File: config.mk
export PLATFORM = sky130hd
export DESIGN_NAME = mbus_frame_builder
export DESIGN_NICKNAME = d
export VERILOG_FILES = /design/src/rtl/core/mbfb_pkg.sv /design/src/rtl/core/mbfb_front.sv /design/src/rtl/core/mbfb_cmdq.sv /design/src/rtl/core/mbfb_back.sv /design/src/rtl/core/mbus_frame_builder.sv
export SDC_FILE = /design/constraint.sdc
export NUM_CORES = 1
export LEC_CHECK = 0
export BUFFER_PORTS_ARGS = -buffer_cell sky130_fd_sc_hd__buf_2
export CAP_MARGIN = 10
export CORE_MARGIN = 8
export CORE_UTILIZATION = 65
export DETAILED_ROUTE_END_ITERATION = 7
export PLACE_DENSITY = 0.83
export SLEW_MARGIN = 10
export SYNTH_ARGS = -nofsm -noshare
export SYNTH_HDL_FRONTEND = slang
export SYNTH_SLANG_ARGS = --single-unit
export TNS_END_PERCENT = 50
File: constraint.sdc
create_clock -name clock -period 5.68 [get_ports clock]
set_input_delay 0 -clock clock [delete_from_list [all_inputs] [get_ports clock]]
set_output_delay 0 -clock clock [all_outputs]
set_load 0.1 [all_outputs]
File: src/rtl/core/mbfb_pkg.sv
// Package with the frame builder's constants, payload types and command format.
package mbfb_pkg;

   localparam logic [7:0] START_SHORT       = 8'h10;
   localparam logic [7:0] START_LONG        = 8'h68;
   localparam logic [7:0] STOP_CHAR         = 8'h16;
   localparam logic [7:0] ACK_CHAR          = 8'hE5;
   localparam logic [7:0] SHORT_PAYLOAD_LEN = 8'd2;
   localparam logic [7:0] MAX_LEN_RESET     = 8'd255;

   localparam int STEP_W = 3;

   typedef struct packed {
      logic [7:0] data_byte;
      logic [7:0] frame_len;
   } req_type;

   typedef struct packed {
      logic [7:0] out_byte;
      logic       run_last;
      logic       frame_end;
      logic       error;
   } rsp_type;

   typedef enum logic [2:0] {
      CMD_ERROR,
      CMD_SINGLE,
      CMD_SHORT,
      CMD_LONG,
      CMD_DATA,
      CMD_DATA_END
   } cmd_kind_type;

   typedef struct packed {
      cmd_kind_type kind;
      logic [7:0]   data_byte;
      logic [7:0]   frame_len;
      logic [7:0]   sum;
   } cmd_type;

endpackage

File: src/rtl/core/mbfb_front.sv
// Front end: takes requests, tracks frame state and issues emit commands.
module mbfb_front
   import mbfb_pkg::*;
(
   input  logic       clock,
   input  logic       reset,
   input  logic       req_push,
   input  req_type    req_data,
   input  logic       csr_valid,
   input  logic [7:0] csr_data,
   input  logic       cmd_full,
   output logic       cmd_push,
   output cmd_type    cmd_data
);

   logic       in_frame_ff,   in_frame_in;
   logic       discarding_ff, discarding_in;
   logic [7:0] bytes_left_ff, bytes_left_in;
   logic [7:0] sum_ff,        sum_in;
   logic [7:0] max_len_ff;

   logic       accept;
   logic [7:0] left_dec;
   logic [7:0] sum_add;

   assign accept   = req_push && !cmd_full;
   assign left_dec = bytes_left_ff - ((bytes_left_ff != 8'd0) ? 8'd1 : 8'd0);
   assign sum_add  = sum_ff + req_data.data_byte;

   always_comb begin
      in_frame_in        = in_frame_ff;
      discarding_in      = discarding_ff;
      bytes_left_in      = bytes_left_ff;
      sum_in             = sum_ff;
      cmd_push           = 1'b0;
      cmd_data.kind      = CMD_DATA;
      cmd_data.data_byte = req_data.data_byte;
      cmd_data.frame_len = req_data.frame_len;
      cmd_data.sum       = sum_add;
      if (accept) begin
         priority if (!in_frame_ff) begin
            cmd_push = 1'b1;
            priority if (req_data.frame_len == 8'd0) begin
               cmd_data.kind = CMD_ERROR;
            end else if (req_data.frame_len == 8'd1) begin
               cmd_data.kind = CMD_SINGLE;
            end else if (req_data.frame_len > max_len_ff) begin
               // reject, then drop the rest of this frame
               cmd_data.kind = CMD_ERROR;
               in_frame_in   = 1'b1;
               discarding_in = 1'b1;
               bytes_left_in = req_data.frame_len - 8'd1;
            end else begin
               cmd_data.kind = (req_data.frame_len == SHORT_PAYLOAD_LEN) ?
                               CMD_SHORT : CMD_LONG;
               sum_in        = req_data.data_byte;
               bytes_left_in = req_data.frame_len - 8'd1;
               in_frame_in   = 1'b1;
               discarding_in = 1'b0;
            end
         end else if (discarding_ff) begin
            bytes_left_in = left_dec;
            if (left_dec == 8'd0) begin
               discarding_in = 1'b0;
               in_frame_in   = 1'b0;
            end
         end else begin
            cmd_push      = 1'b1;
            bytes_left_in = left_dec;
            sum_in        = sum_add;
            if (left_dec == 8'd0) begin
               cmd_data.kind = CMD_DATA_END;
               in_frame_in   = 1'b0;
               sum_in        = 8'd0;
            end
         end
      end
   end

   always_ff @(posedge clock) begin
      if (reset) begin
         in_frame_ff   <= 1'b0;
         discarding_ff <= 1'b0;
         bytes_left_ff <= 8'd0;
         sum_ff        <= 8'd0;
         max_len_ff    <= MAX_LEN_RESET;
      end else begin
         in_frame_ff   <= in_frame_in;
         discarding_ff <= discarding_in;
         bytes_left_ff <= bytes_left_in;
         sum_ff        <= sum_in;
         if (csr_valid) begin
            max_len_ff <= csr_data;
         end
      end
   end

endmodule

File: src/rtl/core/mbfb_cmdq.sv
// Short command queue between the front end and the byte emitter.
module mbfb_cmdq
   import mbfb_pkg::*;
#(
   parameter int DEPTH = 4
) (
   input  logic    clock,
   input  logic    reset,
   input  logic    push,
   input  cmd_type push_data,
   output logic    full,
   input  logic    pop,
   output logic    empty,
   output cmd_type head
);

   localparam int PTR_W = (DEPTH > 1) ? $clog2(DEPTH) : 1;
   localparam int CNT_W = $clog2(DEPTH + 1);
   localparam logic [PTR_W-1:0] LAST_PTR = PTR_W'(DEPTH - 1);
   localparam logic [CNT_W-1:0] FULL_CNT = CNT_W'(DEPTH);

   cmd_type          mem_ff [DEPTH];
   logic [PTR_W-1:0] wr_ptr_ff, wr_ptr_in;
   logic [PTR_W-1:0] rd_ptr_ff, rd_ptr_in;
   logic [CNT_W-1:0] count_ff,  count_in;
   logic             do_push, do_pop;

   assign full    = (count_ff == FULL_CNT);
   assign empty   = (count_ff == '0);
   assign head    = mem_ff[rd_ptr_ff];
   assign do_push = push && !full;
   assign do_pop  = pop && !empty;

   always_comb begin
      wr_ptr_in = wr_ptr_ff;
      rd_ptr_in = rd_ptr_ff;
      count_in  = count_ff;
      if (do_push) begin
         wr_ptr_in = (wr_ptr_ff == LAST_PTR) ? '0 : wr_ptr_ff + 1'b1;
      end
      if (do_pop) begin
         rd_ptr_in = (rd_ptr_ff == LAST_PTR) ? '0 : rd_ptr_ff + 1'b1;
      end
      if (do_push && !do_pop) begin
         count_in = count_ff + 1'b1;
      end else if (do_pop && !do_push) begin
         count_in = count_ff - 1'b1;
      end
   end

   always_ff @(posedge clock) begin
      if (reset) begin
         wr_ptr_ff <= '0;
         rd_ptr_ff <= '0;
         count_ff  <= '0;
      end else begin
         wr_ptr_ff <= wr_ptr_in;
         rd_ptr_ff <= rd_ptr_in;
         count_ff  <= count_in;
      end
   end

   always_ff @(posedge clock) begin
      if (do_push) begin
         mem_ff[wr_ptr_ff] <= push_data;
      end
   end

endmodule

File: src/rtl/core/mbfb_back.sv
// Back end: expands each command into framed bytes, one per cycle while the result side keeps taking them.
module mbfb_back
   import mbfb_pkg::*;
(
   input  logic    clock,
   input  logic    reset,
   input  logic    cmd_empty,
   input  cmd_type cmd_head,
   output logic    cmd_pop,
   input  logic    rsp_pop,
   output logic    rsp_empty,
   output rsp_type rsp_data
);

   logic [STEP_W-1:0] step_ff, step_in;
   logic              out_valid_ff;
   rsp_type           out_ff;

   logic              emit;
   logic [STEP_W-1:0] last_step;
   logic              is_last;
   rsp_type           next_rsp;

   assign emit    = !cmd_empty && (!out_valid_ff || rsp_pop);
   assign is_last = (step_ff == last_step);
   assign cmd_pop = emit && is_last;

   always_comb begin
      next_rsp.out_byte  = cmd_head.data_byte;
      next_rsp.run_last  = 1'b0;
      next_rsp.frame_end = 1'b0;
      next_rsp.error     = 1'b0;
      last_step          = '0;
      unique case (cmd_head.kind)
         CMD_ERROR: begin
            next_rsp.out_byte  = 8'd0;
            next_rsp.frame_end = 1'b1;
            next_rsp.error     = 1'b1;
         end
         CMD_SINGLE: begin
            next_rsp.out_byte  = ACK_CHAR;
            next_rsp.frame_end = 1'b1;
         end
         CMD_SHORT: begin
            last_step = STEP_W'(1);
            if (step_ff == '0) begin
               next_rsp.out_byte = START_SHORT;
            end
         end
         CMD_LONG: begin
            // header: start, length, length, start, then the first byte
            last_step = STEP_W'(4);
            unique case (step_ff)
               STEP_W'(0), STEP_W'(3): next_rsp.out_byte = START_LONG;
               STEP_W'(1), STEP_W'(2): next_rsp.out_byte = cmd_head.frame_len;
               default:                next_rsp.out_byte = cmd_head.data_byte;
            endcase
         end
         CMD_DATA: begin
         end
         CMD_DATA_END: begin
            last_step = STEP_W'(2);
            if (step_ff == STEP_W'(1)) begin
               next_rsp.out_byte = cmd_head.sum;
            end else if (step_ff == STEP_W'(2)) begin
               next_rsp.out_byte  = STOP_CHAR;
               next_rsp.frame_end = 1'b1;
            end
         end
         default: begin
            next_rsp.out_byte = 8'd0;
         end
      endcase
      next_rsp.run_last = (step_ff == last_step);
   end

   always_comb begin
      step_in = step_ff;
      if (emit) begin
         step_in = is_last ? '0 : step_ff + 1'b1;
      end
   end

   always_ff @(posedge clock) begin
      if (reset) begin
         step_ff      <= '0;
         out_valid_ff <= 1'b0;
      end else begin
         step_ff <= step_in;
         if (emit) begin
            out_valid_ff <= 1'b1;
         end else if (rsp_pop) begin
            out_valid_ff <= 1'b0;
         end
      end
   end

   // hold the waiting result byte until it is taken
   always_ff @(posedge clock) begin
      if (emit) begin
         out_ff <= next_rsp;
      end
   end

   assign rsp_empty = !out_valid_ff;
   assign rsp_data  = out_ff;

endmodule

File: src/rtl/core/mbus_frame_builder.sv
// The first byte of a request passes through the command queue and then the output register.
// Requests are taken one per cycle while the command queue is not full; each command's bytes
// (up to five for a long frame's first byte) leave one at a time through the single-byte output register.
// A small command queue absorbs header and trailer bytes while requests keep arriving.
// Reset is synchronous and active high: frame state cleared, maximum length back to 255.
module mbus_frame_builder
   import mbfb_pkg::*;
#(
   parameter int CMD_DEPTH = 4
) (
   input  logic       clock,
   input  logic       reset,
   input  logic       req_push,
   output logic       req_full,
   input  req_type    req_data,
   output logic       rsp_empty,
   input  logic       rsp_pop,
   output rsp_type    rsp_data,
   input  logic       csr_valid,
   output logic       csr_ready,
   input  logic [7:0] csr_data
);

   logic    cmd_push, cmd_full, cmd_pop, cmd_empty;
   cmd_type cmd_in, cmd_head;

   assign csr_ready = 1'b1;
   assign req_full  = cmd_full;

   mbfb_front u_front (
      .clock     (clock),
      .reset     (reset),
      .req_push  (req_push),
      .req_data  (req_data),
      .csr_valid (csr_valid),
      .csr_data  (csr_data),
      .cmd_full  (cmd_full),
      .cmd_push  (cmd_push),
      .cmd_data  (cmd_in)
   );

   mbfb_cmdq #(
      .DEPTH (CMD_DEPTH)
   ) u_cmdq (
      .clock     (clock),
      .reset     (reset),
      .push      (cmd_push),
      .push_data (cmd_in),
      .full      (cmd_full),
      .pop       (cmd_pop),
      .empty     (cmd_empty),
      .head      (cmd_head)
   );

   mbfb_back u_back (
      .clock     (clock),
      .reset     (reset),
      .cmd_empty (cmd_empty),
      .cmd_head  (cmd_head),
      .cmd_pop   (cmd_pop),
      .rsp_pop   (rsp_pop),
      .rsp_empty (rsp_empty),
      .rsp_data  (rsp_data)
   );

endmodule

==> After elaboration in Yosys (flattened, before gate mapping) <==
Memory sizes are Yosys's and may differ from the RTL's. A register that Yosys moved wholly into a read port is not among the register bits.
Cells that the tools add are included.
{ "classes": {"add_sub_neg": 8, "mul": 0, "div_mod_pow": 0, "n_lt_le_gt_ge": 1, "eq_ne": 18, "n_shift": 0, "mux": 51, "bitwise_logic": 0, "n_reduce_logical": 26} }
{ "op_table": {"columns": ["cell", "n"], "rows": [
  ["$mux W8", 12],
  ["$pmux W8 S5", 1],
  ["$mux W3", 9],
  ["$mux W1", 22],
  ["$logic_not A8 Y1", 2],
  ["$pmux W8 S2", 1],
  ["$eq A3 B2 Y1 const B", 4],
  ["$eq A3 B3 Y1 const B", 3],
  ["$logic_not A3 Y1", 3],
  ["$pmux W3 S3", 1],
  ["$add A8 B8 Y8", 1],
  ["$eq A8 B1 Y1 const B", 1],
  ["$eq A8 B2 Y1 const B", 1],
  ["$gt A8 B8 Y1", 1],
  ["$mux W2", 4],
  ["$reduce_bool A8 Y1", 1],
  ["$sub A8 B1 Y8 const B", 1],
  ["$sub A8 B8 Y8", 1],
  ["$logic_and A1 B1 Y1", 7],
  ["$add A3 B1 Y3 const B", 2],
  ["$eq A3 B1 Y1 const B", 2],
  ["$ne A2 B1 Y1 const B", 3],
  ["$reduce_or A2 Y1", 3],
  ["$logic_not A1 Y1", 5],
  ["other kinds (10)", 13]
]} }
{ "word_totals": {"register_bits": 48, "latchBits": 0, "ramBits": 108, "rom_bits": 0, "inputBits": 29, "output_inout_bits": 14, "wordCells": 119, "mem_count": 1} }
{ "memory_table": {"columns": ["name", "depth", "width", "read_ports", "rd_ports_with_merged_regs", "wr", "line", "text"], "rows": [
  ["u_cmdq.mem_ff", 4, 27, 1, 1, 1, "mbfb_cmdq.sv:22", "cmd_type mem_ff [DEPTH];"]
]} }

==> Longest topological paths before layout <==
{ "logic_depth": {"ltp_word": 9, "depth_mapped": 14, "depth_no_buf": 12} }

==> By module <==
From an unflattened synthesis, not the netlist that was laid out.
{ "unflattened": {"hier_cells": 573, "area_unflattened_um2": 7702.4} }
{ "modules_own_cells": {"columns": ["module", "n_inst", "cells_each", "area_each_um2", "seq_area_each_um2"], "rows": [
  ["mbfb_cmdq", 1, 191, 4399.2, 3423.3],
  ["mbfb_front", 1, 261, 2138.3, 520.5],
  ["mbfb_back", 1, 119, 1153.6, 410.4],
  ["mbus_frame_builder", 1, 2, 11.3, 0.0]
]} }

==> Least setup slack after synthesis <==
Ideal clock, no wire load.
{ "synth_path": {"path_kind": "register -> register", "from": "register u_cmdq.count_ff[0]", "to": "register u_cmdq.count_ff[2]", "setup_time_ns": 0.072, "arrival_time_ns": 4.087, "required_ns": 5.608, "path_slack_ns": 1.521, "path_stages_with_launch": 10, "n_path_buf": 0, "period_less_slack_ns": 4.159, "cell_sequence": "dfxtp_1 > nor3b_1 > nand2b_1 > a21oi_1 > ha_1 > inv_1 > fa_1 > xor2_1 > or3_1 > a21oi_1"} }
{ "synth_between": {"elab_chain_len": 8, "elab_cells_between_ends": 19, "cone_classes": "add/sub: 2; eq/ne: 1; mux: 3; reduce/logical: 13"} }
{ "synth_rtl": {"columns": ["element", "line", "text"], "rows": [
  ["start: declaration", "mbfb_cmdq.sv:25", "logic [CNT_W-1:0] count_ff, count_in;"],
  ["start signal: assignment", "mbfb_cmdq.sv:59", "count_ff <= count_in;"],
  ["$eq A3 B3 Y1 (*)", "mbfb_cmdq.sv:28", "assign full = (count_ff == FULL_CNT);"],
  ["named net req_full", "mbus_frame_builder.sv:14", "output logic req_full,"],
  ["$logic_not A1 Y1 (*)", "mbfb_front.sv:26, mbfb_cmdq.sv:31", null],
  ["$logic_and A1 B1 Y1", "mbfb_front.sv:26", "assign accept = req_push && !cmd_full;"],
  ["$mux W1", "mbfb_front.sv:40", "if (accept) begin"],
  ["$logic_and A1 B1 Y1 (*)", "mbfb_cmdq.sv:31", "assign do_push = push && !full;"],
  ["named net u_cmdq.do_push", "mbfb_cmdq.sv:26", "logic do_push, do_pop;"],
  ["$logic_not A1 Y1", "mbfb_cmdq.sv:46", "end else if (do_pop && !do_push) begin"],
  ["$logic_and A1 B1 Y1", "mbfb_cmdq.sv:46", null],
  ["$reduce_bool A2 Y1 (no line)", null, null]
]} }
Mark *: on every way through the listed nets, which the timed path passes. The rest lies on a longest branch. The select of a mux whose other input is x is not followed.
A chain may end at the register's enable or synchronous reset.

==> Implementation_results.wiki <==
{| class="wikitable"
! Metric !! Value
|-
| Result of the run || complete, but fails checks
|-
| Failing checks || negative hold slack
|-
| Startpoint of the worst hold path || csr_valid
|-
| Final number of hold-violating endpoints || 1
|-
| Count of nets left with antenna violations after detail routing || 0
|-
| Worst endpoint data arrival time || around 4000 ps
|-
| CTS root buf || sky130_fd_sc_hd__clkbuf_16
|-
| Detailed-route wire length per cell || 22.5 um
|-
| Starting density of the core || 0.665
|-
| Count of flip-flops with a built-in enable after synthesis || between 100 and 150
|-
| Primary flip-flop cell chosen by synthesis mapping || sky130_fd_sc_hd__edfxtp_1
|-
| Depth of the worst register-to-register path || 12
|-
| Number of clock sinks || 158
|-
| Residual overflow from global routing || 0
|-
| Horizontal die dimension || 124 um
|-
| Syn avg cell area || 13.0 sq um
|-
| HP Class || primary input to flop
|-
| Number of antenna violations at the first check in global routing || 0
|-
| Remaining max-slew budget at the tightest pin || 0.330
|-
| Overall routing resource usage || 0.256
|-
| Overall power consumption || 4.34 mW
|-
| Transition time of the tightest slew-check pin || 1000 ps
|-
| Final weighted congestion of routability-driven global placement || 0.845
|-
| Sequential cell area fraction in the yosys report || 0.576
|-
| Filler-free cell count of the finished design || 813
|-
| Cell with the largest stage delay on the worst path || sky130_fd_sc_hd__mux4_2
|-
| Highest ir drop seen on vdd || 0.613 mV
|-
| Final cycle utilization of the critical path || 0.626
|-
| Pwr dens || 490 mW/mm^2
|-
| Time the final worst path needs with I/O delays and setup || 3560 ps
|-
| Core area || about 0.011 sq mm
|-
| Setup violators final || 0
|-
| Cells after Synth || a little under 600
|-
| Endpoint required time on the critical path || between 6000 and 7000 ps
|-
| Final number of max-transition violations || 0
|-
| Leakage component of the power || 3.22 nW
|-
| Number of antenna diodes || 0
|-
| Number of H-tree levels || 4
|-
| Worst Setup End Kind || flop
|-
| Worst-skew pair later-pin latency || 440 ps
|-
| Number of cells traversed by the worst hold path || 2
|-
| Floorplan die area || 0.0153 sq mm
|-
| Vias in the first global route || 5405
|-
| PortBufs || 41
|-
| Core Rows || 39
|-
| Number of top-level pins || 43
|-
| Max incr delay on CP || 690 ps
|-
| Most Frequent Cell on Critical Path || sky130_fd_sc_hd__inv_1
|-
| Fin Setup TNS || 0 ps
|-
| Count of instances resized after the clock tree is built || 0
|-
| Number of setup buffers added after CTS || 0
|-
| Register bit total from synthesis || about 160
|-
| Highest clock frequency the design can meet || 0.281 GHz
|-
| Cell area after technology mapping || 0.00756 sq mm
|-
| Net total in the final layout || 720
|-
| Per-cell via count in the routed design || around 6.5
|-
| Setup Skew || ~13 ps
|-
| Detailed-route via count || 5300
|-
| End of the worst register-to-register path || u_cmdq.count_ff[2]$_SDFFE_PP0P_
|-
| WL final || 18.3 mm
|-
| Crit-path max FO || 29
|-
| Max-Cap Viols || 0
|-
| Yosys warns || 0
|-
| Height of the chip || 124 um
|-
| Pre-antenna DRT Iters || 5
|-
| Number of buffers on the longest clock path || 2
|-
| Most common cell after layout, fill and taps aside || sky130_fd_sc_hd__edfxtp_1
|-
| Area overhead of the layout relative to synthesis || 17.1%
|-
| Syn Nets || 643
|-
| Crit path kind || flop to flop
|-
| TritonCTS clock tree || yes
|-
| Worst-case hold path end point || u_front.max_len_ff[7]$_SDFFE_PP1P_
|-
| Slack of the worst reg-to-reg path || between 2000 and 2500 ps
|-
| Pin count of the biggest net entering global routing || 37
|-
| Cts bufs inserted || 17
|-
| 1st-iter DRT viols || roughly 750
|-
| Number of instances in the placed design || roughly 740
|-
| Total DRC errors in the routed layout || 0
|-
| Hold slack || -0.689 ps
|-
| Wire length of the first global-routing pass || 28.9 mm
|-
| Netlist cell types || 69
|-
| Share of synthesized flip-flops with an asynchronous set or reset || 0
|-
| RSZ-0062 raised after global routing || no
|-
| Post-DP HPWL || about 11 mm
|-
| Top library cells by usage in the layout, fill and taps aside || sky130_fd_sc_hd__edfxtp_1, sky130_fd_sc_hd__a21oi_1, sky130_fd_sc_hd__buf_2
|-
| Clock input transition at the sequential cells of the worst setup and hold paths || 60 ps
|-
| Share of cells above drive strength 1 || 0.184
|-
| Cells along the critical path || buf_4 > mux4_2 > nand2b_4 > or4_4 > a31oi_4 > inv_1 > ha_1 > inv_1 > fa_1 > xor2_1 > or3_1 > a21oi_1
|-
| Critical path launch point type || flop
|}
[sequential cells by signal, summed over array words and instances, names as in the netlist, named ones only]
register / count
u_back.out_valid_ff: 1
u_back.rsp_data: 11
u_back.step_ff: 3
u_cmdq.count_ff: 3
u_cmdq.mem_ff: 108
u_cmdq.rd_ptr_ff: 2
u_cmdq.wr_ptr_ff: 2
u_front.bytes_left_ff: 8
u_front.discarding_ff: 1
u_front.in_frame_ff: 1
u_front.max_len_ff: 8
u_front.sum_ff: 8
[through the flow]
stage                     setup slack [ps]  instance area [sq um]  hold slack (ps)  utilization
after global routing                  1880                   8850             34.4        0.778
after floorplan                       1520                   7560             98.9            -
after global placement                2280                   7850              217        0.690
after detailed placement              2170                   7850              221        0.690
final                                 2120                   8850           -0.689        0.778
after CTS                             2090                   8850            0.959        0.778
[critical path: cells and delay by family, from the launching register on]
kind                       cells  cell delay (ps)
and+or+nand+nor                3             1000
muxes                          1              690
buffers and inverters          3              590
AOI/OAI and AO/OA              2              390
adders and majority gates      2              390
DFF                            1              310
xor gates and xnor gates       1               80
[cell families after synthesis]
group                      Yosys count  share of synthesized area
buffers and inverters               63                     0.0363
other                                1                   0.000496
muxes                               36                     0.0914
xor gates and xnor gates            13                     0.0151
adders and majority gates           33                     0.0566
AOI/OAI and AO/OA                  132                      0.125
DFF                                158                      0.576
and+or+nand+nor                    145                     0.0987
[worst max-delay path by stage]
| stage | from | end | slack (ps) | depth (start not counted) |
|---|---|---|---|---|
| after detailed placement | flop | u_cmdq.count_ff[2]$_SDFFE_PP0P_ | 2170 | 12 |
| after floorplan | u_cmdq.count_ff[0]$_SDFFE_PP0P_ | u_cmdq.count_ff[2]$_SDFFE_PP0P_ | 1520 | 9 |
| final | flop | u_cmdq.count_ff[2]$_SDFFE_PP0P_ | 2120 | 12 |
| after global placement | flop | u_cmdq.count_ff[2]$_SDFFE_PP0P_ | 2280 | 12 |
| after CTS | flop | u_cmdq.count_ff[2]$_SDFFE_PP0P_ | 2090 | 12 |
| after global routing | flop | u_cmdq.count_ff[2]$_SDFFE_PP0P_ | 1880 | 12 |
[where the power goes]
part	switching, mW	internal, mW
sequential	0.0919	1.48
clock	0.466	0.734
combinational	1.05	0.514
[Yosys cell counts, drive strengths merged, types with 5 or more instances]
cell / number / area (sq um)
a211oi: 10 / 115
a21oi: 44 / 220
a221o: 5 / 50.1
a22oi: 9 / 67.6
and2: 8 / 52.6
buf: 13 / 86.3
clkbuf: 15 / 56.3
dfxtp: 39 / 781
edfxtp: 119 / 3570
ha: 31 / 388
inv: 35 / 131
mux2i: 9 / 93.8
mux4: 26 / 586
nand2: 37 / 139
nand3: 11 / 55.1
nor2: 34 / 128
nor2b: 21 / 131
nor3: 9 / 45.0
o211ai: 11 / 82.6
o21ai: 15 / 75.1
or4: 5 / 48.8
xnor2: 6 / 52.6
xor2: 7 / 61.3
[metal layers]
metal,wire [um],GRT usage
met1,7010,0.311
met2,9000,0.415
met3,1560,0.0662
met4,688,0.138
met5,0,0
[layout make-up]
type	count	area, sq um
Sequential cell	158	4360
Tap cell	143	179
Inverter	35	131
Timing Repair Buffer	86	641
Clock inverter	14	190
Clock buffer	17	425
Multi-Input combinational cell	360	2930
Fill cell	654	2520
[timing repair]
item	in CTS	in global routing
hold endpoints to repair	73	0
setup endpoints to repair	0	0
hold buffers	39	0
Note: power is estimated with default switching activity, not from simulation.
